## src/hdl/bfpa_pkg.sv

```systemverilog
package bfpa_pkg;

  localparam int unsigned OpWidth    = 1;
  localparam int unsigned SlotWidth  = 4;
  localparam int unsigned SpaceWidth = 16;
  localparam int unsigned CountWidth = 5;
  localparam int unsigned StatWidth  = 2;

  localparam logic [CountWidth-1:0] CountReset = 5'd16;

  typedef enum logic [OpWidth-1:0] {
    OP_LOAD    = 1'b0,
    OP_REQUEST = 1'b1
  } op_e;

  typedef enum logic [StatWidth-1:0] {
    ST_LOADED  = 2'd0,
    ST_GRANTED = 2'd1,
    ST_NOFIT   = 2'd2,
    ST_BADSLOT = 2'd3
  } status_e;

  // search token handed from cell to cell; index of the best cell travels beside it
  typedef struct packed {
    logic                  valid;
    logic                  found;
    logic [SpaceWidth-1:0] space;
  } tok_t;

endpackage

```

## src/hdl/bfpa_cell.sv

```systemverilog
module bfpa_cell import bfpa_pkg::*; #(
  parameter int unsigned IdxWidth = 4,
  parameter int unsigned CellIdx  = 0
) (
  input  logic                  clk_i,
  input  logic                  rst_ni,
  input  logic                  en_i,
  input  logic [SpaceWidth-1:0] amount_i,
  input  logic                  we_i,
  input  logic [SpaceWidth-1:0] wdata_i,
  input  tok_t                  tok_i,
  input  logic [IdxWidth-1:0]   idx_i,
  output tok_t                  tok_o,
  output logic [IdxWidth-1:0]   idx_o
);

  logic [SpaceWidth-1:0] space_q;
  tok_t                  tok_d;
  logic                  valid_q;
  logic                  found_q;
  logic [SpaceWidth-1:0] best_q;
  logic [IdxWidth-1:0]   idx_d, idx_q;
  logic                  take;

  // strict less-than keeps the lower index on a tie
  assign take = tok_i.valid && en_i && (space_q >= amount_i) &&
                (!tok_i.found || (space_q < tok_i.space));

  always_comb begin
    tok_d = tok_i;
    idx_d = idx_i;
    if (take) begin
      tok_d.found = 1'b1;
      tok_d.space = space_q;
      idx_d       = IdxWidth'(CellIdx);
    end
  end

  always_ff @(posedge clk_i) begin
    if (we_i) begin
      space_q <= wdata_i;
    end
  end

  always_ff @(posedge clk_i or negedge rst_ni) begin
    if (!rst_ni) begin
      valid_q <= 1'b0;
    end else begin
      valid_q <= tok_d.valid;
    end
  end

  always_ff @(posedge clk_i) begin
    found_q <= tok_d.found;
    best_q  <= tok_d.space;
    idx_q   <= idx_d;
  end

  assign tok_o = '{valid: valid_q, found: found_q, space: best_q};
  assign idx_o = idx_q;

endmodule

```

## config.mk

```make
export PLATFORM = sky130hd
export DESIGN_NAME = bfpa_cell
export DESIGN_NICKNAME = d
export VERILOG_FILES = /design/src/hdl/bfpa_pkg.sv /design/src/hdl/bfpa_cell.sv
export SDC_FILE = /design/constraint.sdc
export NUM_CORES = 1
export LEC_CHECK = 0
export ABC_AREA = 0
export BUFFER_PORTS_ARGS = -buffer_cell sky130_fd_sc_hd__buf_2
export CORE_ASPECT_RATIO = 1.1
export CORE_UTILIZATION = 45
export DETAILED_ROUTE_END_ITERATION = 6
export PLACE_DENSITY = 0.72
export REMOVE_ABC_BUFFERS = 1
export SYNTH_ARGS = -nofsm -noshare
export SYNTH_HDL_FRONTEND = slang
export SYNTH_SLANG_ARGS = --single-unit
```

## constraint.sdc

```tcl
create_clock -name clk_i -period 3.1 [get_ports clk_i]
set_clock_uncertainty 0.15 [all_clocks]
set_input_delay 0.155 -clock clk_i [delete_from_list [all_inputs] [get_ports clk_i]]
set_output_delay 0.155 -clock clk_i [all_outputs]
set_load 0.01 [all_outputs]
```

==> reports/results.ini <==
[worst_hold_path]
hold_class = input port to asynchronous set/reset pin

[synthesis]
syn_avg_cell_area_sq_um = 11.5
ys_seq_elements = 38
synth.area.mux_share = 0.115
synthCells = 178
synth.area.top_cells = edfxtp_1, dfxtp_1, ha_1, mux2_4, inv_1
synth_area_leader_cell = edfxtp_1
seq_area_frac_synth = 0.454
ys_types = 30
synth_top_family_by_area = adder cells
synth_fa_ha_area_frac = 0.190
synth.top_cell.area_share = 0.235
synth_compound_area_frac = 0.0791
post_synth_and_or_nand_nor_area_fraction = 0.0846
synth_area_sq_um = 2040
synthXorXnorAreaFrac = 0
yosysWarnings = 0

[global_route]
overflow = 0
grt_pass1_vias = 1658
gr-usage-all-layers = 0.193
antenna_found_initial = 0
grt_max_degree = 17
grt_pass1_wl_um = 6750

[clocking]
root_buffer = clkbuf_8
cts-resized-gates = 0
cts_max_path_buffers = 2
cts_inserted_buffers = 5
post_cts_buffers = 0
cts_tree = built
clk_latency_ns = 0.29
cts.htree.levels = 2
clk_pin_slew_ns = 0.08
clock_sinks = 38
postCtsHoldBufs = 39

[floorplanning]
ios = 80
die-area_sq_um = 4810
core_sq_um = 4320
num_rows = 25
die_w_um = 66.2
die-height_um = 72.6
start_util = 0.473

[run]
maxCapViolCount = 0

[power_and_ir_drop]
p_int_uw = 920
ir_drop_mv = 0.294
pwr_density_cell_nw_per_um2 = 415
seq_power_share = 0.474
p_sw_frac = 0.255
clock_power_share = 0.310
finalPower_uw = 1230
combPwrFrac = 0.216
p_leak_uw = 0.00154
switching_power_uw = 315

[timing]
max_freq_mhz = 381
setup_viol = 0
slew_viol_final = 0
tightest_slew_ns = 0.464
finalSetupTns_ns = 0
slew_headroom = 0.690
hold_viol_final = 0
rsz0062_at_grt = false
fin_crit_ns = 2.62
fin_crit_sh = 0.847
setup_ws_ns = 0.476

[placement]
dpl.hpwl_um = 3180
port_buffers = 79
place_congestion = 0.791
dp_slack_ns = 0.498

[critical_path]
endpoint_kind = flop
start_kind = flop
crit_path_top_delay_cell = edfxtp_1
criticalPathCategory = flop to flop
cp.arrival_ns = 2.66
crit_fanout = 8
crit_chain = ha_1, nand2_1, nor3_4, nand3_2, o311ai_2, nand4_2, buf_4, mux2_4
cp.required_ns = 3.13
critPathMaxStageDelay_ns = 0.42

[finish]
final_common_cell = buf_2
nets = 390
layout-drive-gt1-share = 0.361
syn_to_final_growth_pct = 45.8
mostFrequentLayoutCells = buf_2, dlygate4sd3_1, inv_1, ha_1, dfxtp_1
fillCellCount = 337
diodes = 0

[routing]
firstDrtPassIters = 3
vias_per_cell = 4.56
wl_per_cell_um = 12.2
postRouteAntennaNets = 0
dr_total_vias = 1623
drt_iter0_markers = 37
remaining_drc_errors = 0
wirelength_um = 4350

[status]
status = finished clean

## worst paths after layout
check	from	endpoint	slack [ns]	depth (start not counted)
max	space_q[15]	best_q[8]	0.48	8
min	rst_ni	valid_q	0.009	2
max reg2reg	space_q[15]	best_q[8]	0.48	8
min reg2reg	space_q[0]	best_q[0]	0.40	2
max in group asynchronous	rst_ni	valid_q	2.71	2
min in group clk_i	en_i	found_q	0.13	4
## state kept, by name, summed over array words and instances (netlist names)
signal   count
best_q      16
found_q      1
idx_o        4
space_q     16
valid_q      1
## per-layer routing
metal,routed length (um),vias up,global-route usage,part of all wire
met2,2300,51,0.368,0.53
met1,1770,704,0.191,0.41
met3,191,11,0.0516,0.044
li1,-,857,-,-
met5,0,-,0,0
met4,85,0,0.0827,0.020
## logic make-up after synthesis
family / Yosys count
adders and majority gates: 31
and+or+nand+nor: 31
buffers and inverters: 36
muxes: 16
AOI/OAI and AO/OA: 26
DFF: 38
## stage by stage
stage          cells  hold WS (ns)  instance area [sq um]  utilization
2_1_floorplan    174        -0.291                   2000            -
3_3_place_gp     309        -0.219                   2480        0.575
3_5_place_dp     309        -0.218                   2480        0.575
4_1_cts          356       0.00897                   2980        0.689
5_1_grt          356        0.0236                   2980        0.689
6_report         356       0.00869                   2980        0.689
## worst max-delay path: cells and delay by family (launching register included)
kind | cells | cell delay (ns)
buffers and inverters | 1 | 0.30
multiplexers | 1 | 0.30
adder cells (fa/ha/maj) | 1 | 0.31
flip-flops | 1 | 0.42
AND/OR/NAND/NOR | 4 | 0.75
AO/OA/AOI/OAI | 1 | 0.28
## synth_stat cells
cell,number
o21ai_0,7
ha_1,31
a21oi_1,12
a2111oi_1,1
nand3_1,2
nand4_1,1
inv_1,32
mux2_4,15
nand2_1,11
o311ai_2,1
a32oi_1,1
or2_1,1
edfxtp_1,16
nand3_2,1
buf_6,2
nor2_1,4
a22oi_1,1
nor3_1,2
buf_4,2
nand3b_1,1
and2_1,4
o2111ai_1,1
o21a_1,2
mux2i_1,1
nand2_2,1
nand4_2,1
nor3_4,1
dfxtp_1,21
dfrtp_1,1
nand2b_1,1
## power groups by stage
stage | sequential [uW] | combinational (uW) | clock [uW]
2_1_floorplan | 605 | 124 | 0
3_3_place_gp | 596 | 224 | 0
3_5_place_dp | 597 | 229 | 0
4_1_cts | 586 | 268 | 389
5_1_grt | 591 | 299 | 407
6_report | 585 | 266 | 383
## final cells by class
class	instances	area [sq um]	area share
Clock inverter	2	10.0	0.00336
Inverter	32	120	0.0404
Multi-Input combinational cell	104	957	0.322
Clock buffer	6	93.8	0.0315
Sequential cell	38	926	0.311
Tap cell	54	67.6	0.0227
Timing Repair Buffer	120	801	0.269
(Power assumes the default switching activity.)
